==> src/sv/pdt_pkg.sv <==
`timescale 1ns / 1ps
// Package for the packed decimal text parser: widths, lane result type, powers of ten.
// No dependencies; imported by every module of the block.
package pdt_pkg;

    localparam int PDT_MAX_CHARS = 9;     // default lane count
    localparam int CHAR_W        = 7;     // ASCII character width
    localparam int TEXT_W        = 64;    // packed text width
    localparam int COUNT_W       = 4;     // character count width
    localparam int SUM_W         = 30;    // unsigned magnitude, up to 999999999
    localparam int VALUE_W       = SUM_W + 1;
    localparam int DIGIT_W       = 4;

    localparam logic [CHAR_W-1:0] CHAR_HYPHEN = 7'h2D;
    localparam logic [CHAR_W-1:0] CHAR_ZERO   = 7'h30;
    localparam logic [CHAR_W-1:0] CHAR_NINE   = 7'h39;

    // what one lane hands to the merge stage
    typedef struct packed {
        logic [SUM_W-1:0] term;     // digit times its place weight
        logic             bad;      // active character is not allowed here
        logic             hyphen;   // character is a hyphen
    } lane_res_t;

    function automatic logic [SUM_W-1:0] pow10(input logic [COUNT_W-1:0] k);
        logic [SUM_W-1:0] w;
        case (k)
            4'd0:    w = SUM_W'(1);
            4'd1:    w = SUM_W'(10);
            4'd2:    w = SUM_W'(100);
            4'd3:    w = SUM_W'(1000);
            4'd4:    w = SUM_W'(10000);
            4'd5:    w = SUM_W'(100000);
            4'd6:    w = SUM_W'(1000000);
            4'd7:    w = SUM_W'(10000000);
            4'd8:    w = SUM_W'(100000000);
            default: w = '0;
        endcase
        return w;
    endfunction

endpackage

==> src/sv/pdt_lane.sv <==
`timescale 1ns / 1ps
// One character lane: classifies a character and weights its digit by its place.
// Depends on pdt_pkg.
module pdt_lane import pdt_pkg::*; #(
    parameter int LANE_IDX = 0
) (
    input  logic [CHAR_W-1:0]  char_in,
    input  logic [COUNT_W-1:0] char_count,
    output lane_res_t          res
);

    logic                 active;
    logic                 is_digit;
    logic                 is_hyphen;
    logic [COUNT_W-1:0]   expo;
    logic [DIGIT_W-1:0]   digit;
    logic [SUM_W-1:0]     weight;

    always_comb begin
        active    = char_count > COUNT_W'(LANE_IDX);
        is_digit  = char_in inside {[CHAR_ZERO:CHAR_NINE]};
        is_hyphen = char_in == CHAR_HYPHEN;
        // place of this character counted from the last valid one
        expo      = char_count - COUNT_W'(LANE_IDX) - COUNT_W'(1);
        digit     = is_digit ? char_in[DIGIT_W-1:0] : '0;
        weight    = active ? pow10(expo) : '0;

        res.term   = {{(SUM_W-DIGIT_W){1'b0}}, digit} * weight;
        res.hyphen = is_hyphen;
        // a leading hyphen is fine unless it is the only character
        res.bad    = active && !is_digit &&
                     !((LANE_IDX == 0) && is_hyphen && (char_count != COUNT_W'(1)));
    end

endmodule

==> config.mk <==
export PLATFORM = sky130hd
export DESIGN_NAME = pdt_lane
export DESIGN_NICKNAME = d
export VERILOG_FILES = /design/src/sv/pdt_pkg.sv /design/src/sv/pdt_lane.sv
export SDC_FILE = /design/constraint.sdc
export NUM_CORES = 1
export LEC_CHECK = 0
export CORE_ASPECT_RATIO = 0.8
export CORE_UTILIZATION = 55
export DETAILED_ROUTE_END_ITERATION = 16
export DONT_BUFFER_PORTS = 1
export GPL_ROUTABILITY_DRIVEN = 0
export PLACE_DENSITY = 0.82
export SETUP_SLACK_MARGIN = 0.5
export SYNTH_ARGS = -nofsm -noshare
export SYNTH_HDL_FRONTEND = slang
export SYNTH_SLANG_ARGS = --single-unit
export TNS_END_PERCENT = 50
==> constraint.sdc <==
create_clock -name vclk -period 7.5
set_clock_uncertainty 0.2 [all_clocks]
set_input_delay 0.375 -clock vclk [all_inputs]
set_output_delay 0.375 -clock vclk [all_outputs]
set_load 0.1 [all_outputs]
; After elaboration in Yosys (flattened, before gate mapping)
; Memories as Yosys holds them, arrays and structs flattened.
; Index checks and enable logic that the tools add are counted.
[word_totals]
register_bits = 0
mem_bits_ro = 400
out_inout_bits = 32
elab_cells = 16
n_memories = 1
[classes]
n_addsub = 1
mul = 1
magnitude_cmp = 3
eq_ne = 2
n_mux = 2
n_reduce_logical = 6
[memory_table]
columns = name, words, width, read_ports, rd_clocked_by_memory_dff, write_ports, line
row1 = (no name shown), 16, 25, 1, 0, 0, pdt_pkg.sv:27  ; case (k)
[op_table]
columns = operator, count
row1 = $mul 4x30->30, 1
row2 = $mux 30, 1
row3 = $eq 7x6->1 const B, 1
row4 = $ge 7x6->1 const B, 1
row5 = $le 7x6->1 const B, 1
row6 = $gt 4x1->1 const B, 1
row7 = $logic_and 1x1->1, 4
row8 = $mux 4, 1
row9 = $ne 4x1->1 const B, 1
row10 = $sub 4x1->4 const B, 1
row11 = $logic_not 1->1, 2

; Depth between registers and ports, before layout
; Gate-level depths: netlist of the first run.
[depth]
ltp_word = 5
mapped_depth = 21
ltp_nobuf = 18

; Worst setup path before layout of the first run
; No wires, ideal clock.
[synth_path]
path_kind = input to output
start = input char_count[0]
end = output res[22] (netlist bit)
arrival_time_ns = 6.546
required_ns = 6.925
slack_ns = 0.379
stages = 17
path_cell_list = buf_2 > inv_1 > ha_1 > clkbuf_1 > xnor2_1 > and2_1 > clkbuf_1 > nand4_1 > fa_1 > fa_1 > fa_1 > nor2b_1 > o2111ai_1 > a31oi_1 > a21oi_1 > and3_1 > a311oi_1
[synth_rtl]
columns = element, line
row1 = start: declaration, pdt_lane.sv:8  ; input logic [COUNT_W-1:0] char_count,
row2 = end: declaration, pdt_lane.sv:9  ; output lane_res_t res

==> flow_results.xml, run 1 <==
<?xml version="1.0" encoding="UTF-8"?>
<metrics>
  <group name="logic_synthesis">
    <metric name="total_nets_after_synthesis" unit="">625</metric>
    <metric name="yosysSeqAreaShare" unit="%">0</metric>
    <metric name="count_of_distinct_cell_types_in_the_synthesized_netlist" unit="">61</metric>
    <metric name="synth.cell_area" unit="sq mm">0.00380</metric>
    <metric name="netlist_instances" unit="">525</metric>
    <metric name="ys_warn_count" unit="">0</metric>
    <metric name="mean_cell_area_of_the_mapped_netlist" unit="sq um">7.25</metric>
  </group>
  <group name="worst_setup_path">
    <metric name="critical_path.most_common_cell" unit="">sky130_fd_sc_hd__inv_1</metric>
    <metric name="crit_path_cell_trace" unit="">inv_1 &gt; ha_1 &gt; mux2i_1 &gt; nor2b_1 &gt; nand2_1 &gt; a21oi_1 &gt; inv_1 &gt; fa_1 &gt; fa_1 &gt; inv_1 &gt; ha_1 &gt; nand4_1 &gt; nor2_1 &gt; a21oi_1 &gt; nand2_1 &gt; a311oi_4</metric>
    <metric name="timing.critical_path.arrival" unit="ps">5680</metric>
    <metric name="worstSetupEndpointType" unit="">output port</metric>
    <metric name="critPathKind" unit="">in2out</metric>
    <metric name="critical_path_fanouts_max" unit="">17</metric>
    <metric name="crit_path_start_kind" unit="">primary input</metric>
    <metric name="cp.required" unit="ps">6920</metric>
    <metric name="critPathSlowestCell" unit="">sky130_fd_sc_hd__a311oi_4</metric>
    <metric name="slowest_delay" unit="ps">1040</metric>
  </group>
  <group name="timing">
    <metric name="worst_slew_pin_slew" unit="ps">1190</metric>
    <metric name="finalMaxSlewViolations" unit="">0</metric>
    <metric name="achievable-frequency" unit="GHz">0.160</metric>
    <metric name="final_period_minus_worst_setup_slack" unit="ps">6260</metric>
    <metric name="rsz0062_at_grt" unit="">false</metric>
    <metric name="min_period_over_period" unit="%">83.5</metric>
    <metric name="final-hold-violation-count" unit="">0</metric>
    <metric name="relSlewSlack" unit="%">20.6</metric>
    <metric name="post-route-worst-setup-slack" unit="ps">1240</metric>
    <metric name="setup_viol" unit="">0</metric>
    <metric name="fin_tns_setup" unit="ps">0</metric>
  </group>
  <group name="min_path">
    <metric name="worst_hold_path_cell_count" unit="">2</metric>
    <metric name="hold_path_end" unit="">res[0]</metric>
    <metric name="hold_path.startpoint" unit="">char_in[1]</metric>
    <metric name="hold_path_class" unit="">in2out</metric>
  </group>
  <group name="finish">
    <metric name="ff_latch_area" unit="sq um">0</metric>
    <metric name="final_net_count" unit="">628</metric>
    <metric name="finalInstanceArea" unit="sq mm">0.00421</metric>
    <metric name="nClkBuffers" unit="">0</metric>
    <metric name="final_common_cell" unit="">sky130_fd_sc_hd__inv_1</metric>
    <metric name="drive_gt1_share" unit="%">13.1</metric>
    <metric name="sequential_cell_total" unit="">0</metric>
    <metric name="mostFrequentLayoutCells" unit="">88 x sky130_fd_sc_hd__inv_1, 58 x sky130_fd_sc_hd__nor2_1, 46 x sky130_fd_sc_hd__ha_1</metric>
    <metric name="final_util" unit="%">64.3</metric>
    <metric name="area_growth" unit="%">10.6</metric>
    <metric name="num_antenna_cells" unit="">0</metric>
  </group>
  <group name="flow_run">
    <metric name="max_cap_viols" unit="">0</metric>
  </group>
  <group name="floorplanning">
    <metric name="dieArea" unit="sq mm">0.00726</metric>
    <metric name="placement_rows" unit="">26</metric>
    <metric name="die_width" unit="um">95.0</metric>
    <metric name="vert_die_dim" unit="um">76.4</metric>
    <metric name="design.core.area" unit="sq mm">0.00654</metric>
    <metric name="starting_density" unit="%">58.2</metric>
    <metric name="io_pins" unit="">43</metric>
  </group>
  <group name="clock_network">
    <metric name="cts_hold_bufs" unit="">0</metric>
    <metric name="cts_setup_buffers" unit="">0</metric>
    <metric name="post_cts.resized_instances" unit="">0</metric>
  </group>
  <group name="pwr">
    <metric name="worst_ir_drop_vdd" unit="mV">0.0130</metric>
    <metric name="design_power_total" unit="uW">81.1</metric>
    <metric name="p_per_area" unit="mW/mm^2">19.3</metric>
    <metric name="total_leakage_power" unit="uW">0.00213</metric>
  </group>
  <group name="detailed_routing">
    <metric name="wl_per_cell" unit="um">14.8</metric>
    <metric name="post_drt_via_cell_ratio" unit="">5.96</metric>
    <metric name="drtAntennaViolNets" unit="">0</metric>
    <metric name="detailroute.via_count" unit="">3633</metric>
    <metric name="totalWireLength" unit="um">9030</metric>
    <metric name="drt_drc_violations_left" unit="">0</metric>
    <metric name="drt_pass1_iterations" unit="">6</metric>
    <metric name="drt_first_iter_violations" unit="">331</metric>
  </group>
  <group name="grt">
    <metric name="antenna_found_initial" unit="">0</metric>
    <metric name="grt_start_max_net_pins" unit="">20</metric>
    <metric name="wire_length_of_the_first_global_routing_pass" unit="um">16100</metric>
    <metric name="globalRouteOverflowTotal" unit="">0</metric>
    <metric name="globalRouteTotalUtil" unit="%">26.8</metric>
    <metric name="number_of_global_route_vias_before_repair" unit="">3577</metric>
  </group>
  <group name="run_status">
    <metric name="run_status" unit="">finished, final reports clean</metric>
  </group>
  <group name="placed_design">
    <metric name="place_area" unit="sq mm">0.00421</metric>
    <metric name="dpl.hpwl" unit="um">7750</metric>
    <metric name="detailedPlace.worstSlack" unit="ps">1290</metric>
    <metric name="number_of_port_buffers" unit="">0</metric>
  </group>
</metrics>
[per-stage QoR]
stage	std cells	hold WS [ps]
floorplan	525	808
global placement	610	799
detailed placement	610	797
CTS	610	801
global route	610	814
finish	610	799
[worst max-delay path by stage]
| stage | start | end | slack, ps | cells past startpoint |
|---|---|---|---|---|
| global placement | char_count[0] | res[22] | 1490 | 17 |
| finish | char_count[0] | res[22] | 1240 | 16 |
| CTS | char_count[0] | res[22] | 1280 | 16 |
| detailed placement | char_count[0] | res[22] | 1290 | 16 |
| floorplan | char_count[0] | res[25] | 950 | 18 |
| global route | char_count[1] | res[25] | 910 | 18 |
[power breakdown]
group	switching (uW)	internal (uW)	total, uW
Sequential	0	0	0
Combinational	58.6	22.6	81.1
Clock	0	0	0
[worst max-delay path, delay by kind of cell]
| family | cells | cell delay, ps |
|---|---|---|
| buf+inv | 3 | 270 |
| compound gates | 3 | 1600 |
| fa+ha+maj | 4 | 2090 |
| mux | 1 | 180 |
| simple gates | 5 | 1160 |
[per-layer routing]
metal / up-vias / share of wire (%) / global-route usage [%]
met5: - / 0 / 0
met4: 0 / 0.82 / 2.42
met3: 14 / 8.7 / 1.70
met2: 195 / 48 / 46.5
met1: 1690 / 43 / 37.9
li1: 1734 / - / -
[cell usage after synthesis (2+ instances only)]
cell	number	area share, %
sky130_fd_sc_hd__inv_1	88	8.7
sky130_fd_sc_hd__nor2_1	60	5.9
sky130_fd_sc_hd__ha_1	46	15
sky130_fd_sc_hd__nand2_1	45	4.4
sky130_fd_sc_hd__fa_1	43	23
sky130_fd_sc_hd__a21oi_1	39	5.1
sky130_fd_sc_hd__o21ai_0	21	2.8
sky130_fd_sc_hd__nor2b_1	17	2.8
sky130_fd_sc_hd__nand3_1	13	1.7
sky130_fd_sc_hd__xnor2_1	13	3.0
sky130_fd_sc_hd__xor2_1	13	3.0
sky130_fd_sc_hd__clkbuf_1	12	1.2
sky130_fd_sc_hd__nand4_1	11	1.8
sky130_fd_sc_hd__nor3_1	9	1.2
sky130_fd_sc_hd__a21o_1	7	1.4
sky130_fd_sc_hd__and2_1	6	0.99
sky130_fd_sc_hd__nand2b_1	6	0.99
sky130_fd_sc_hd__and3_1	5	0.82
sky130_fd_sc_hd__buf_2	5	0.66
sky130_fd_sc_hd__o21a_1	4	0.79
sky130_fd_sc_hd__a211oi_1	3	0.59
sky130_fd_sc_hd__a311oi_1	3	0.69
sky130_fd_sc_hd__buf_6	3	0.89
sky130_fd_sc_hd__o211ai_1	3	0.59
sky130_fd_sc_hd__o31ai_1	3	0.59
sky130_fd_sc_hd__or2_2	3	0.49
sky130_fd_sc_hd__a211o_1	2	0.46
sky130_fd_sc_hd__a21oi_2	2	0.46
sky130_fd_sc_hd__a221oi_1	2	0.46
sky130_fd_sc_hd__and4_1	2	0.46
sky130_fd_sc_hd__nor4_1	2	0.33
sky130_fd_sc_hd__o211a_1	2	0.53
sky130_fd_sc_hd__o211ai_2	2	0.66
sky130_fd_sc_hd__o21ai_1	2	0.26
sky130_fd_sc_hd__or3_1	2	0.33
[cells by family (layout without fill, tap and decap cells)]
logic type	Yosys count	count (layout)	synth area share, %
buffers and inverters	111	112	11.8
and+or+nand+nor	186	186	23.9
muxes	2	2	0.559
xor gates and xnor gates	27	27	6.41
AOI/OAI and AO/OA	110	110	19.6
adders and majority gates	89	89	37.8
[cell type report]
class                      instances  area [sq um]
inverter                          88           330
multi-input combinational        414          3570
timing repair buffer              24           198
tap                               84           105
fill                             545          2330
(Power assumes the default switching activity.)
==> run 2, diff against run 1 <==
--- a/config.mk
+++ b/config.mk
@@ -5,6 +5,7 @@
 export SDC_FILE = /design/constraint.sdc
 export NUM_CORES = 1
 export LEC_CHECK = 0
+export ABC_AREA = 1
 export CORE_ASPECT_RATIO = 0.8
 export CORE_UTILIZATION = 55
 export DETAILED_ROUTE_END_ITERATION = 16
==> constraint.sdc (replaced) <==
create_clock -name vclk -period 6.1
set_clock_uncertainty 0.2 [all_clocks]
set_input_delay 0.305 -clock vclk [all_inputs]
set_output_delay 0.305 -clock vclk [all_outputs]
set_load 0.1 [all_outputs]
==> run 2 against run 1 <==
Against the previous run: combinational power increased by 19%; first-iteration DRC count grew 24%; synthesized cell count grew 39%; cell area grew 9.3%; global-route usage grew 3.7 points; hold slack lost 150 ps; sequential share of layout area unchanged; critical endpoint is now res[25]; highest routed layer unchanged.
==> flow_results.xml, run 2 <==
<?xml version="1.0" encoding="UTF-8"?>
<metrics>
  <group name="floorplanning">
    <metric name="starting_density" unit="%">56.6</metric>
    <metric name="dieArea" unit="sq mm">0.00796</metric>
    <metric name="vert_die_dim" unit="um">80.0</metric>
    <metric name="io_pins" unit="">43</metric>
    <metric name="design.core.area" unit="sq mm">0.00739</metric>
    <metric name="placement_rows" unit="">28</metric>
    <metric name="die_width" unit="um">99.5</metric>
  </group>
  <group name="pwr">
    <metric name="p_per_area" unit="mW/mm^2">21.0</metric>
    <metric name="worst_ir_drop_vdd" unit="mV">0.0162</metric>
    <metric name="total_leakage_power" unit="uW">0.00285</metric>
  </group>
  <group name="grt">
    <metric name="grt_start_max_net_pins" unit="">19</metric>
    <metric name="antenna_found_initial" unit="">0</metric>
    <metric name="number_of_global_route_vias_before_repair" unit="">4569</metric>
    <metric name="wire_length_of_the_first_global_routing_pass" unit="um">19600</metric>
    <metric name="globalRouteTotalUtil" unit="%">30.5</metric>
    <metric name="globalRouteOverflowTotal" unit="">0</metric>
  </group>
  <group name="detailed_routing">
    <metric name="detailroute.via_count" unit="">4550</metric>
    <metric name="totalWireLength" unit="um">11300</metric>
    <metric name="drt_pass1_iterations" unit="">7</metric>
    <metric name="wl_per_cell" unit="um">13.3</metric>
    <metric name="post_drt_via_cell_ratio" unit="">5.34</metric>
    <metric name="drt_first_iter_violations" unit="">411</metric>
    <metric name="drtAntennaViolNets" unit="">0</metric>
    <metric name="drt_drc_violations_left" unit="">0</metric>
  </group>
  <group name="logic_synthesis">
    <metric name="ys_warn_count" unit="">0</metric>
    <metric name="yosysTopAreaCell" unit="">sky130_fd_sc_hd__fa_1</metric>
    <metric name="count_of_distinct_cell_types_in_the_synthesized_netlist" unit="">31</metric>
    <metric name="netlist_instances" unit="">729</metric>
    <metric name="mean_cell_area_of_the_mapped_netlist" unit="sq um">5.74</metric>
    <metric name="synth_commonest_cells" unit="">211 x sky130_fd_sc_hd__nand2_1, 190 x sky130_fd_sc_hd__inv_1, 91 x sky130_fd_sc_hd__nor2_1</metric>
    <metric name="synth_most_common_cell" unit="">sky130_fd_sc_hd__nand2_1</metric>
    <metric name="yosysSeqAreaShare" unit="%">0</metric>
    <metric name="synth.cell_area" unit="sq mm">0.00418</metric>
    <metric name="post-synth-top-area-fraction" unit="%">20.6</metric>
    <metric name="total_nets_after_synthesis" unit="">829</metric>
    <metric name="post_synth_main_area_contributors" unit="">sky130_fd_sc_hd__fa_1 21%, sky130_fd_sc_hd__nand2_1 19%, sky130_fd_sc_hd__inv_1 17%</metric>
  </group>
  <group name="clock_network">
    <metric name="cts_setup_buffers" unit="">0</metric>
    <metric name="cts_hold_bufs" unit="">0</metric>
    <metric name="post_cts.resized_instances" unit="">0</metric>
  </group>
  <group name="finish">
    <metric name="nClkBuffers" unit="">0</metric>
    <metric name="area_growth" unit="%">9.87</metric>
    <metric name="ff_latch_area" unit="sq um">0</metric>
    <metric name="final_net_count" unit="">849</metric>
    <metric name="num_antenna_cells" unit="">0</metric>
    <metric name="drive_gt1_share" unit="%">8.17</metric>
    <metric name="mostFrequentLayoutCells" unit="">210 x sky130_fd_sc_hd__nand2_1, 190 x sky130_fd_sc_hd__inv_1, 90 x sky130_fd_sc_hd__nor2_1</metric>
    <metric name="final_common_cell" unit="">sky130_fd_sc_hd__nand2_1</metric>
    <metric name="sequential_cell_total" unit="">0</metric>
    <metric name="final_util" unit="%">62.2</metric>
  </group>
  <group name="worst_setup_path">
    <metric name="critical_path_fanouts_max" unit="">8</metric>
    <metric name="critPathKind" unit="">in2out</metric>
    <metric name="crit_path_start_kind" unit="">primary input</metric>
    <metric name="timing.critical_path.arrival" unit="ps">4770</metric>
    <metric name="worstSetupEndpointType" unit="">output port</metric>
    <metric name="cp.required" unit="ps">5590</metric>
  </group>
  <group name="timing">
    <metric name="setup_viol" unit="">0</metric>
    <metric name="relSlewSlack" unit="%">28.4</metric>
    <metric name="finalMaxSlewViolations" unit="">0</metric>
    <metric name="achievable-frequency" unit="GHz">0.190</metric>
    <metric name="min_period_over_period" unit="%">86.5</metric>
    <metric name="final-hold-violation-count" unit="">0</metric>
    <metric name="worst_slew_pin_slew" unit="ps">1070</metric>
    <metric name="final_period_minus_worst_setup_slack" unit="ps">5280</metric>
    <metric name="rsz0062_at_grt" unit="">false</metric>
    <metric name="fin_tns_setup" unit="ps">0</metric>
  </group>
  <group name="placed_design">
    <metric name="dpl.hpwl" unit="um">9960</metric>
    <metric name="number_of_port_buffers" unit="">0</metric>
  </group>
  <group name="flow_run">
    <metric name="max_cap_viols" unit="">0</metric>
  </group>
  <group name="min_path">
    <metric name="hold_path_class" unit="">in2out</metric>
  </group>
  <group name="run_status">
    <metric name="run_status" unit="">finished, final reports clean</metric>
  </group>
</metrics>
run 2: cell count changes in the layout (fill, tap and decap cells not counted), moves of 5 or more:
cell	previous run	this run
sky130_fd_sc_hd__nand2_1	45	210
sky130_fd_sc_hd__inv_1	88	190
sky130_fd_sc_hd__nor2_1	58	90
sky130_fd_sc_hd__nand3_1	13	41
sky130_fd_sc_hd__a21oi_1	39	20
sky130_fd_sc_hd__nor2b_1	17	0
sky130_fd_sc_hd__o21ai_0	21	9
sky130_fd_sc_hd__xnor2_2	13	4
sky130_fd_sc_hd__a21o_1	7	1
sky130_fd_sc_hd__nand2b_1	6	0
sky130_fd_sc_hd__and3_1	5	0
sky130_fd_sc_hd__inv_2	0	5
sky130_fd_sc_hd__nand2_2	0	5
run 2: cell type report:
type	instances	area (sq um)
multi-input cells	528	3540
fillers	697	2800
inverters	195	732
repair buffers	24	198
well taps	105	131
run 2: final timing paths:
kind          start       to  slack [ps]  depth (start not counted)
max   char_count[0]  res[25]         820                         22
min      char_in[4]   res[0]         650                          2
run 2: through the flow:
stage	hold WS (ps)	power [uW]	cells	cell area [sq um]	worst slack [ps]
after CTS	653	94.5	852	4590	810
after global placement	652	92.1	852	4590	994
after global routing	661	103	852	4600	522
after floorplan	670	75.6	729	4180	674
final	653	96.7	852	4600	824
after detailed placement	652	94.3	852	4590	838
run 2: cell families after synthesis:
logic type / synth area share, %
XOR/XNOR: 2.72
buffers and inverters: 18.4
adder cells (fa/ha/maj): 34.3
AND/OR/NAND/NOR: 40.1
AO/OA/AOI/OAI: 4.52
run 2: where the power goes:
part | switching [uW] | internal, uW | total [uW]
Clock | 0 | 0 | 0
Sequential | 0 | 0 | 0
Combinational | 74.7 | 22.0 | 96.7
Total | 74.7 | 22.0 | 96.7
run 2: worst max-delay path, cell delays in order:
cell,delay [ps]
sky130_fd_sc_hd__inv_1,160
sky130_fd_sc_hd__ha_1,260
sky130_fd_sc_hd__inv_1,70
sky130_fd_sc_hd__nand2_1,100
sky130_fd_sc_hd__nand2_4,100
sky130_fd_sc_hd__nand2_2,120
sky130_fd_sc_hd__nor2_1,50
sky130_fd_sc_hd__o21ai_0,470
sky130_fd_sc_hd__nor2_1,130
sky130_fd_sc_hd__fa_1,520
sky130_fd_sc_hd__inv_1,60
sky130_fd_sc_hd__fa_1,540
sky130_fd_sc_hd__inv_1,40
sky130_fd_sc_hd__ha_1,390
sky130_fd_sc_hd__nand2_1,120
sky130_fd_sc_hd__nor2_1,240
sky130_fd_sc_hd__nand2_1,80
sky130_fd_sc_hd__nor2_1,110
sky130_fd_sc_hd__nand2_1,90
sky130_fd_sc_hd__nand3_1,100
sky130_fd_sc_hd__nand2_1,50
sky130_fd_sc_hd__nand2_1,660
run 2: layer usage:
layer  GRT usage [%]  up-vias  share of wire [%]
li1                -     2196                  -
met1            37.7     2058                 39
met2            55.4      266                 46
met3            4.99       30                 12
met4            7.65        0                2.0
met5               0        -                  0
