## config.mk

```make
export PLATFORM = sky130hd
export DESIGN_NAME = pdt_merge
export DESIGN_NICKNAME = d
export VERILOG_FILES = /design/src/sv/pdt_pkg.sv /design/src/sv/pdt_merge.sv
export SDC_FILE = /design/constraint.sdc
export NUM_CORES = 1
export LEC_CHECK = 0
export BUFFER_PORTS_ARGS = -buffer_cell sky130_fd_sc_hd__buf_2
export CAP_MARGIN = 20
export CORE_ASPECT_RATIO = 0.8
export CORE_MARGIN = 8
export CORE_UTILIZATION = 54
export CTS_CLUSTER_SIZE = 28
export DETAILED_ROUTE_END_ITERATION = 6
export PLACE_DENSITY = 0.74
export REMOVE_ABC_BUFFERS = 1
export SYNTH_ARGS = -nofsm -noshare
export SYNTH_HDL_FRONTEND = slang
export SYNTH_SLANG_ARGS = --single-unit
```

## constraint.sdc

```tcl
create_clock -name aclk -period 10.6 [get_ports aclk]
set_input_delay 2.12 -clock aclk [delete_from_list [all_inputs] [get_ports aclk]]
set_output_delay 2.12 -clock aclk [all_outputs]
set_load 0.05 [all_outputs]
```

## src/sv/pdt_pkg.sv

```systemverilog
`timescale 1ns / 1ps
// Package for the packed decimal text parser: widths, lane result type, powers of ten.
// No dependencies; imported by every module of the block.
package pdt_pkg;

    localparam int PDT_MAX_CHARS = 9;     // default lane count
    localparam int CHAR_W        = 7;     // ASCII character width
    localparam int TEXT_W        = 64;    // packed text width
    localparam int COUNT_W       = 4;     // character count width
    localparam int SUM_W         = 30;    // unsigned magnitude, up to 999999999
    localparam int VALUE_W       = SUM_W + 1;
    localparam int DIGIT_W       = 4;

    localparam logic [CHAR_W-1:0] CHAR_HYPHEN = 7'h2D;
    localparam logic [CHAR_W-1:0] CHAR_ZERO   = 7'h30;
    localparam logic [CHAR_W-1:0] CHAR_NINE   = 7'h39;

    // what one lane hands to the merge stage
    typedef struct packed {
        logic [SUM_W-1:0] term;     // digit times its place weight
        logic             bad;      // active character is not allowed here
        logic             hyphen;   // character is a hyphen
    } lane_res_t;

    function automatic logic [SUM_W-1:0] pow10(input logic [COUNT_W-1:0] k);
        logic [SUM_W-1:0] w;
        case (k)
            4'd0:    w = SUM_W'(1);
            4'd1:    w = SUM_W'(10);
            4'd2:    w = SUM_W'(100);
            4'd3:    w = SUM_W'(1000);
            4'd4:    w = SUM_W'(10000);
            4'd5:    w = SUM_W'(100000);
            4'd6:    w = SUM_W'(1000000);
            4'd7:    w = SUM_W'(10000000);
            4'd8:    w = SUM_W'(100000000);
            default: w = '0;
        endcase
        return w;
    endfunction

endpackage

```

## src/sv/pdt_merge.sv

```systemverilog
`timescale 1ns / 1ps
// Merge stage: registers lane results, sums them in a registered pairwise tree,
// applies sign and error, and holds the result in an output register. Depends on pdt_pkg.
module pdt_merge import pdt_pkg::*; #(
    parameter int NUM_LANES = PDT_MAX_CHARS
) (
    input  logic                        aclk,
    input  logic                        aresetn,
    input  logic                        in_valid,
    output logic                        in_ready,
    input  lane_res_t [NUM_LANES-1:0]   lane_res,
    input  logic                        count_bad,
    output logic                        out_valid,
    input  logic                        out_ready,
    output logic signed [VALUE_W-1:0]   out_value,
    output logic                        out_error
);

    localparam int LEVELS = (NUM_LANES > 1) ? $clog2(NUM_LANES) : 0;

    logic [SUM_W-1:0]   sum_reg [0:LEVELS][0:NUM_LANES-1];
    logic [LEVELS:0]    vld_reg;
    logic [LEVELS:0]    neg_reg;
    logic [LEVELS:0]    bad_reg;
    logic [LEVELS+1:0]  rdy;
    logic               out_vld_reg;
    logic [VALUE_W-1:0] value_reg;
    logic [VALUE_W-1:0] value_next;
    logic               err_reg;
    logic               lane_bad;

    // a stage takes a new transfer when empty or when it is moving on
    assign rdy[LEVELS+1] = !out_vld_reg || out_ready;
    genvar k;
    generate
        for (k = 0; k <= LEVELS; k++) begin : g_rdy
            assign rdy[k] = !vld_reg[k] || rdy[k+1];
        end
    endgenerate
    assign in_ready = rdy[0];

    always_comb begin
        lane_bad = 1'b0;
        for (int i = 0; i < NUM_LANES; i++) begin
            lane_bad = lane_bad | lane_res[i].bad;
        end
    end

    // level 0: lane capture
    always_ff @(posedge aclk) begin
        if (!aresetn) begin
            vld_reg[0] <= 1'b0;
        end else if (rdy[0]) begin
            vld_reg[0] <= in_valid;
        end
        if (rdy[0]) begin
            bad_reg[0] <= count_bad | lane_bad;
            neg_reg[0] <= lane_res[0].hyphen;
            for (int i = 0; i < NUM_LANES; i++) begin
                sum_reg[0][i] <= lane_res[i].term;
            end
        end
    end

    genvar l, j;
    generate
        for (l = 0; l < LEVELS; l++) begin : g_lvl
            localparam int NL  = (NUM_LANES + (1 << l) - 1) >> l;
            localparam int NLN = (NL + 1) >> 1;

            always_ff @(posedge aclk) begin
                if (!aresetn) begin
                    vld_reg[l+1] <= 1'b0;
                end else if (rdy[l+1]) begin
                    vld_reg[l+1] <= vld_reg[l];
                end
                if (rdy[l+1]) begin
                    bad_reg[l+1] <= bad_reg[l];
                    neg_reg[l+1] <= neg_reg[l];
                end
            end

            for (j = 0; j < NLN; j++) begin : g_node
                if (2 * j + 1 < NL) begin : g_pair
                    always_ff @(posedge aclk) begin
                        if (rdy[l+1]) begin
                            sum_reg[l+1][j] <= sum_reg[l][2*j] + sum_reg[l][2*j+1];
                        end
                    end
                end else begin : g_pass
                    always_ff @(posedge aclk) begin
                        if (rdy[l+1]) begin
                            sum_reg[l+1][j] <= sum_reg[l][2*j];
                        end
                    end
                end
            end
        end
    endgenerate

    // sign and error; error forces zero
    always_comb begin
        if (bad_reg[LEVELS]) begin
            value_next = '0;
        end else if (neg_reg[LEVELS]) begin
            value_next = VALUE_W'(0) - {1'b0, sum_reg[LEVELS][0]};
        end else begin
            value_next = {1'b0, sum_reg[LEVELS][0]};
        end
    end

    always_ff @(posedge aclk) begin
        if (!aresetn) begin
            out_vld_reg <= 1'b0;
        end else if (rdy[LEVELS+1]) begin
            out_vld_reg <= vld_reg[LEVELS];
        end
        if (rdy[LEVELS+1]) begin
            value_reg <= value_next;
            err_reg   <= bad_reg[LEVELS];
        end
    end

    assign out_valid = out_vld_reg;
    assign out_value = $signed(value_reg);
    assign out_error = err_reg;

    // an error result always carries a zero value
    a_err_zero: assert property (@(posedge aclk) disable iff (!aresetn)
        out_valid && out_error |-> out_value == '0)
        else $error("error result with nonzero value");

    // input stalls only when every stage is full and the output is held
    a_stall_full: assert property (@(posedge aclk) disable iff (!aresetn)
        !in_ready |-> (&vld_reg) && out_valid && !out_ready)
        else $error("input stalled with a free stage");

    // a negative result is never an error result
    a_neg_ok: assert property (@(posedge aclk) disable iff (!aresetn)
        out_valid && out_value[VALUE_W-1] |-> !out_error)
        else $error("negative value on error result");

endmodule

```

# --- After elaboration in Yosys (flattened, before gate mapping) ---
# Memories as Yosys holds them, arrays and structs flattened.
# Cells that the tools add are included.
# Widths: inputs -> output; s select.
op_classes:
  add_sub_neg: 9
  n_mux: 11
  bitwise_logic: 10
  n_reduce_logical: 13
op_table:
  columns: ["op", "count"]
  rows:
  - ["$add 30x30->30", 8]
  - ["$sub 1x30->31 const A", 1]
  - ["$mux 30", 1]
  - ["$mux 1", 10]
  - ["$or 1x1->1", 9]
  - ["$logic_not 1->1", 6]
  - ["$logic_or 1x1->1", 6]
  - ["$reduce_or 2->1", 1]
  - ["$not 1->1", 1]
totals:
  register_bits: 48
  ramBits: 1350
  in_bits: 293
  word_cells: 63
  mem_count: 1
memory_table:
  columns: ["memory", "depth", "width", "rd", "rd_ports_with_merged_regs", "wr", "line_no", "text"]
  rows:
  - ["sum_reg", 5, 270, 5, 0, 5, "pdt_merge.sv:21", "logic [SUM_W-1:0] sum_reg [0:LEVELS][0:NUM_LANES-1];"]

# --- Logic depth before layout (Yosys ltp) ---
# Gate-level depths: netlist of the first run.
depth:
  ltp_word: 9
  mapped_depth: 11
  depth_no_buf: 11

# --- Least setup slack after synthesis of the first run ---
# Ideal clock, no wire load.
synth_timing:
  path_type: "input port to flip-flop"
  from: "in out_ready"
  to: "reg bad_reg[0], enable pin"
  arrival_time_ps: 9111
  required_time_ps: 7707
  path_slack_ps: -1404
  stages: 4
  path_buffers: 0
  cell_sequence: "nor2b_1 -> and3_1 -> and2_1 -> nand3_1"
synth_via:
  elab_chain_len: 6
synth_lines:
  columns: ["item", "line_no", "text"]
  rows:
  - ["start: declaration", "pdt_merge.sv:14", "input logic out_ready,"]
  - ["$logic_or 1x1->1", "pdt_merge.sv:33", "assign rdy[LEVELS+1] = !out_vld_reg || out_ready;"]
  - ["$logic_or 1x1->1 (5 in a row)", "pdt_merge.sv:37", "assign rdy[k] = !vld_reg[k] || rdy[k+1];"]
  - ["named net in_ready", "pdt_merge.sv:10", "output logic in_ready,"]
  - ["end signal: assignment", "pdt_merge.sv:57", "bad_reg[0] <= count_bad | lane_bad;"]
  - ["end: declaration", "pdt_merge.sv:24", "logic [LEVELS:0] bad_reg;"]
# The timed path passes the listed nets, and every way through them passes these cells.
# A chain may end at the register's enable or synchronous reset.

# --- Worst setup path after layout of the first run ---
layout_timing:
  from: "in out_ready"
  to: "out in_ready"
layout_via:
  elab_chain_len: 6
layout_lines:
  columns: ["item", "line_no"]
  rows:
  - ["$logic_or 1x1->1", "pdt_merge.sv:33"]
  - ["$logic_or 1x1->1 (5 in a row)", "pdt_merge.sv:37"]
  - ["end: declaration", "pdt_merge.sv:10"]
# No other way between the ends.

==> run_results.csv, run 1 <==
group,metric,value,unit
job,cap_viol_max_count,0,
clocking,hold_buffers,0,
critical_path,cp_top_family,"simple AND/OR/NAND/NOR gates",
clocking,clock_latency,0.61,ns
pwr,peakVddDrop,0.122,mV
critical_path,crit_end,"in_ready",
critical_path,rr_endpoint,"sum_reg[1][202]",
floorplan,dieArea,67900,µm²
synth,yosysMostFrequentCell,"edfxtp_1",
cells_and_area,syn_to_final_growth,14.5,%
critical_path,cp_slowest_cell,"and2_1",
synth,synth_compound_area_frac,0.140,
synth,synth_area_leaders,"edfxtp_1 60%, ha_1 9.0%, xnor2_1 3.6%, a21oi_1 3.0%, a21o_1 3.0%",
route,wl,69800,µm
pwr,intPower,0.00601,W
clocking,cts_tree,"built",
floorplan,io_pins,327,
synth,synth_xor_xnor_area_share,0.0624,
floorplan,num_rows,80,
critical_path,critical_path_buf_inv_count,2,
critical_path,rrSetupSlack,6.82,ns
synth,syn_avg_cell_area,12.8,µm²
critical_path,path_max_fanout,5,
placed_design,routabilityCongestion,0.870,
synth,synthTopCellsByCount,"642 x edfxtp_1, 233 x ha_1, 196 x a21oi_1",
synth,seq_area_frac_synth,0.601,
synth,synth_simple_gate_area_frac,0.0836,
synth,ys_seq_elements,648,
global_routing,antenna_found_initial,1,
timing,hold_ws,0.415,ns
timing,worstMarginPinSlew,0.991,ns
clocking,cts_sinks,648,
global_routing,grt_usage,0.199,
critical_path,path_class,"input pin to output pin",
critical_path,startpoint,"out_ready",
pwr,p_sw_frac,0.321,
synth,synth_area,32300,µm²
route,ant_nets,0,
critical_path,cp_cell_sequence,"buf_2 -> nor2b_1 -> and3_1 -> and2_1 -> nand3_4 -> buf_2",
route,num_vias,21357,
route,viasPerCell,5.78,
worst_hold_path,hold_depth,0,
synth,synth-main-ff-cell,"edfxtp_1",
timing,finClkSkew,0.0202,ns
worst_hold_path,holdCritPathClass,"register to register",
global_routing,grt_pass1_vias,21127,
clocking,cts_setup_buffers,0,
synth,yosysWarnings,0,
route,first_pass_iters,6,
synth,synthCells,2516,
timing,period_needed,5.80,ns
synth,synth_top_area_frac,0.597,
global_routing,use_met2,0.320,
timing,slew_violations,0,
route,drc,0,
pwr,power,0.00886,W
critical_path,critPathCaptureType,"output pin",
global_routing,gr-max-usage-layer,"met2",
route,drtIter0Drc,1695,
pwr,combPwrFrac,0.328,
synth,synth_top_family_by_area,"compound AO/OA/AOI/OAI gates",
synth,synthArstFlopShare,0,
timing,slew_headroom,0.339,
critical_path,cp.arrival,3.68,ns
floorplan,core_area,59400,µm²
global_routing,grt_max_degree,92,
global_routing,grt_overflow_total,0,
pwr,pwr-share-seq,0.414,
clocking,htreeDepth,3,
floorplan,start_util,0.544,
critical_path,required,8.48,ns
route,post_drt_wl_per_cell,18.9,µm
global_routing,use_met1,0.274,
cells_and_area,final_cells,3694,
critical_path,critPathLaunchType,"input pin",
clocking,cts_resized,0,
clocking,cts_buffers,66,
synth,synthMuxAreaShare,0.00190,
pwr,leakage,15.4,nW
placed_design,place_inst,3571,
pwr,power_switching,0.00285,W
timing,setup_viol,0,
timing,finalCritPeriodShare,0.547,
clocking,clockRootBuffer,"clkbuf_16",
cells_and_area,nets,3397,
global_routing,met3_usage,0.0396,
status,status,"finished clean",
pwr,power_density,240,nW/µm²
critical_path,cpPeakStageDelay,0.35,ns
placed_design,numPortBuffers,318,
floorplan,chipWidth,289,µm
cells_and_area,final-seq-area,19400,µm²
critical_path,cpMostUsedCell,"buf_2",
cells_and_area,num-fill-cells,4532,
synth,synth_edf_count,642,
floorplan,die_y,235,µm
pwr,clockPowerShare,0.258,
cells_and_area,multi_input_area,12400,µm²
placed_design,hpwlAfterDp,52900,µm
clocking,clock_path_buffers,3,
clocking,clkTransAtPathRegs,0.06,ns
synth,yosysTopAreaCell,"edfxtp_1",
critical_path,crit_cells,6,
timing,max_freq,172,MHz
cells_and_area,drive_above_1_share,0.155,
timing,rsz0062_at_grt,"no",
global_routing,grt_pass1_wl,109000,µm
timing,hold_violations,0,
critical_path,ff2ff_path_depth,11,
critical_path,regToRegStartpoint,"sum_reg[0][90]",
cells_and_area,largest_register_ffs,600,
synth,synthAdderAreaFrac,0.0952,
synth,yosysUniqueCellTypes,68,
## cells in the final DEF (no fill, tap or decap), types with 19 or more instances in the layout
master / synthesis / layout
edfxtp_1: 642 / 642
buf_2: 1 / 318
ha_1: 233 / 233
a21oi_1: 196 / 196
nor2_1: 163 / 163
nand2_1: 145 / 144
xnor2_1: 134 / 134
a21o_1: 130 / 130
o21ai_0: 114 / 114
xor2_1: 96 / 96
inv_1: 87 / 85
clkbuf_16: 0 / 69
nand3_1: 51 / 50
nor3_1: 41 / 41
o21a_1: 39 / 39
nand4_1: 34 / 34
nor2b_1: 25 / 25
a211oi_1: 25 / 25
o211ai_1: 25 / 25
nand2b_1: 24 / 24
a31oi_1: 22 / 22
o31ai_1: 19 / 19
## power by group through the flow
stage | combinational [W] | clock [W] | sequential (W)
floorplan | 0.00221 | 0 | 0.00362
global placement | 0.00278 | 0 | 0.00371
detailed placement | 0.00286 | 0 | 0.00373
CTS | 0.00288 | 0.00234 | 0.00368
global route | 0.00322 | 0.00243 | 0.00371
finish | 0.00290 | 0.00229 | 0.00367
## layer usage
layer,vias to the layer above,part of all wire
met3,117,0.064
met4,2,0.024
met1,10263,0.45
li1,10301,-
met2,674,0.46
met5,-,0.00013
## final cells by class
class                           count  area share
Sequential cell                   648       0.524
Multi-Input combinational cell   1730       0.335
Clock buffer                       81      0.0479
Timing Repair Buffer              330      0.0474
Tap cell                          779      0.0263
Clock inverter                     38     0.00984
Inverter                           87     0.00886
Antenna cell                        1   0.0000676
## stage by stage
step | setup slack, ns | utilization | TNS [ns] | instance area [µm²]
after floorplan | -1.40 | - | -383.03 | 32100
after global placement | 4.84 | 0.585 | 0 | 34800
after detailed placement | 4.79 | 0.586 | 0 | 34800
after CTS | 4.75 | 0.622 | 0 | 36900
after global routing | 4.66 | 0.623 | 0 | 37000
final | 4.80 | 0.623 | 0 | 37000
## worst min-delay path by stage
stage | from | to | slack [ns]
floorplan | bad_reg[0] | bad_reg[1] | 0.40
global placement | sum_reg[2][187] | sum_reg[3][217] | 0.40
detailed placement | sum_reg[0][28] | sum_reg[1][148] | 0.40
CTS | sum_reg[2][207] | sum_reg[3][237] | 0.42
global route | sum_reg[0][17] | sum_reg[1][137] | 0.42
finish | sum_reg[2][185] | sum_reg[3][215] | 0.41
## cells by family after synthesis
group / after synthesis
AOI/OAI and AO/OA: 690
xor gates and xnor gates: 230
adders and majority gates: 241
buffers and inverters: 138
DFF: 648
muxes: 6
and+or+nand+nor: 563
Note: power is estimated with default switching activity, not from simulation.
==> run 2, diff against run 1 <==
--- a/config.mk
+++ b/config.mk
@@ -5,14 +5,15 @@
 export SDC_FILE = /design/constraint.sdc
 export NUM_CORES = 1
 export LEC_CHECK = 0
+export ABC_AREA = 1
 export BUFFER_PORTS_ARGS = -buffer_cell sky130_fd_sc_hd__buf_2
 export CAP_MARGIN = 20
 export CORE_ASPECT_RATIO = 0.8
 export CORE_MARGIN = 8
-export CORE_UTILIZATION = 54
+export CORE_UTILIZATION = 61
 export CTS_CLUSTER_SIZE = 28
 export DETAILED_ROUTE_END_ITERATION = 6
-export PLACE_DENSITY = 0.74
+export PLACE_DENSITY = 0.78
 export REMOVE_ABC_BUFFERS = 1
 export SYNTH_ARGS = -nofsm -noshare
 export SYNTH_HDL_FRONTEND = slang
==> constraint.sdc (replaced) <==
create_clock -name aclk -period 5.7 [get_ports aclk]
set_input_delay 1.14 -clock aclk [delete_from_list [all_inputs] [get_ports aclk]]
set_output_delay 1.14 -clock aclk [all_outputs]
set_load 0.05 [all_outputs]
==> run_results.csv, run 2 <==
group,metric,value,unit
synth,yosysWarnings,0,
cells_and_area,final_core_util,0.700,
critical_path,required,4.56,ns
pwr,power_density,417,nW/µm²
critical_path,cp_top_family,"simple AND/OR/NAND/NOR gates",
pwr,power_switching,0.00666,W
synth,syn_avg_cell_area,8.52,µm²
synth,synth_xor_xnor_area_share,0.0279,
clocking,htreeDepth,3,
critical_path,path_class,"input pin to output pin",
global_routing,grt_pass1_vias,27795,
synth,synthCells,4453,
global_routing,antenna_found_initial,4,
pwr,intPower,0.0112,W
timing,worstMarginPinSlew,0.983,ns
clocking,cts_setup_buffers,0,
floorplan,num_rows,81,
route,first_pass_iters,6,
synth,ys_seq_elements,648,
cells_and_area,largest_register_ffs,600,
pwr,pwr-share-seq,0.380,
critical_path,path_max_fanout,34,
global_routing,grt_max_degree,163,
timing,finalCritPeriodShare,0.765,
placed_design,hpwlAfterDp,71500,µm
critical_path,cp_slowest_cell,"nand2_2",
route,drtIter0Drc,2261,
floorplan,chipWidth,295,µm
clocking,clkTransAtPathRegs,0.07,ns
clocking,clockRootBuffer,"clkbuf_16",
timing,max_freq,229,MHz
critical_path,cp.arrival,3.22,ns
route,ant_nets,0,
floorplan,start_util,0.619,
critical_path,cpPeakStageDelay,0.43,ns
critical_path,critPathCaptureType,"output pin",
route,post_drt_wl_per_cell,15.6,µm
pwr,p_sw_frac,0.372,
global_routing,grt_overflow_total,0,
critical_path,critPathLaunchType,"input pin",
route,dr_wl_met3,6210,µm
route,drc,0,
critical_path,rr_endpoint,"sum_reg[0][178]",
synth,synthArstFlopShare,0,
worst_hold_path,holdPathEnd,"sum_reg[1][130]",
synth,yosysMostFrequentCell,"nand2_1",
global_routing,grt_pass1_wl,142000,µm
critical_path,critical_path_buf_inv_count,2,
pwr,combPwrFrac,0.370,
synth,synth_top_area_frac,0.508,
route,num_vias,29266,
timing,slew_headroom,0.345,
critical_path,rrSetupSlack,2.16,ns
cells_and_area,syn_to_final_growth,13.0,%
route,top_layer_used,"met5",
synth,synthAdderAreaFrac,0.0810,
synth,yosysUniqueCellTypes,34,
synth,synthTopCellsByCount,"1581 x nand2_1, 789 x inv_1, 642 x edfxtp_1",
cells_and_area,nets,5377,
timing,hold_violations,0,
critical_path,crit_cells,8,
route,viasPerCell,5.11,
clocking,clock_latency,0.62,ns
placed_design,routabilityCongestion,0.956,
synth,seq_area_frac_synth,0.511,
synth,synth_compound_area_frac,0.0403,
synth,synth_top_family_by_area,"simple AND/OR/NAND/NOR gates",
floorplan,dieArea,70500,µm²
pwr,clockPowerShare,0.250,
clocking,cts_tree,"built",
synth,yosysTopAreaCell,"edfxtp_1",
critical_path,startpoint,"out_ready",
synth,synth-main-ff-cell,"edfxtp_1",
job,cap_viol_max_count,0,
timing,rsz0062_at_grt,"no",
critical_path,regToRegStartpoint,"out_valid",
pwr,peakVddDrop,0.260,mV
synth,synth_edf_count,642,
global_routing,grt_usage,0.251,
floorplan,die_y,239,µm
placed_design,numPortBuffers,318,
cells_and_area,final_common_cell,"nand2_1",
synth,synth_area_leaders,"edfxtp_1 51%, nand2_1 16%, inv_1 7.8%, ha_1 7.7%, nor2_1 3.6%",
synth,synth_area,38000,µm²
route,wl,89000,µm
route,drt-met1-wl,40300,µm
cells_and_area,drive_above_1_share,0.123,
pwr,power,0.0179,W
cells_and_area,final_cell_mix,"1580 x nand2_1, 787 x inv_1, 642 x edfxtp_1",
clocking,clock_path_buffers,3,
clocking,hold_buffers,0,
synth,synth_simple_gate_area_frac,0.260,
critical_path,cpMostUsedCell,"nor2_2",
timing,setup_viol,0,
floorplan,io_pins,327,
worst_hold_path,holdCritPathClass,"register to register",
critical_path,cp_cell_sequence,"buf_2 -> nor2_2 -> nand2_2 -> nor2_2 -> nand2_4 -> nor2_2 -> nand2_4 -> buf_2",
pwr,leakage,21.9,nW
worst_hold_path,hp-start,"sum_reg[0][10]",
clocking,cts_buffers,67,
worst_hold_path,hold_depth,0,
floorplan,core_area,61300,µm²
timing,finClkSkew,0.0210,ns
synth,synthMuxAreaShare,0,
critical_path,ff2ff_path_depth,9,
clocking,cts_sinks,648,
route,wl_met2,40300,µm
timing,slew_violations,0,
clocking,cts_resized,0,
status,status,"finished clean",
timing,period_needed,4.36,ns
[run 2: changes by cell type in the layout (fill, tap and decap cells not counted), sizes merged, moves of 25 or more]
cell,change
nor2b,-25
xnor2,-106
o21ai,-81
o211ai,-25
nor2,+242
nand3,+191
a211oi,-25
nand2,+1493
o21a,-38
a21o,-122
inv,+718
[run 2: logic make-up after synthesis]
group | count (synthesis)
AO/OA/AOI/OAI | 270
XOR/XNOR | 121
adder cells (fa/ha/maj) | 241
buffers and inverters | 806
flip-flops | 648
AND/OR/NAND/NOR | 2367
[run 2: worst max-delay path by stage]
stage | to | slack [ns]
after floorplan | in_ready | -4.47
after global placement | sum_reg[0][208] | 1.29
after detailed placement | sum_reg[0][208] | 1.24
after CTS | in_ready | 1.25
after global routing | in_ready | 1.09
final | in_ready | 1.34
[run 2: through the flow]
stage	hold WS (ns)	instance area, µm²	setup slack, ns	instances	setup TNS (ns)
global route	0.420	42900	1.09	5723	0
CTS	0.406	42900	1.25	5721	0
finish	0.408	42900	1.34	5723	0
floorplan	0.400	37900	-4.47	4447	-1312.13
global placement	0.402	40600	1.29	5603	0
detailed placement	0.405	40600	1.24	5603	0
[run 2: per-layer routing]
layer / vias up / global-route usage
met5: - / 0
met4: 2 / 0.0700
met3: 154 / 0.0409
met2: 897 / 0.408
met1: 13167 / 0.349
li1: 15046 / -
[run 2: cell type report]
type / instances / area, µm²
antenna: 1 / 2.50
clock buffer: 80 / 1790
clock inverter: 38 / 447
fill: 4834 / 18400
inverter: 800 / 3010
multi-input combinational: 2999 / 15500
sequential: 648 / 19400
tap: 830 / 1040
timing repair buffer: 327 / 1690
[run 2: power by group through the flow]
| stage | Combinational, W | Clock, W | Sequential [W] |
|---|---|---|---|
| floorplan | 0.00490 | 0 | 0.00664 |
| global placement | 0.00643 | 0 | 0.00687 |
| detailed placement | 0.00653 | 0 | 0.00688 |
| CTS | 0.00657 | 0.00456 | 0.00679 |
| global route | 0.00749 | 0.00471 | 0.00686 |
| finish | 0.00661 | 0.00448 | 0.00679 |
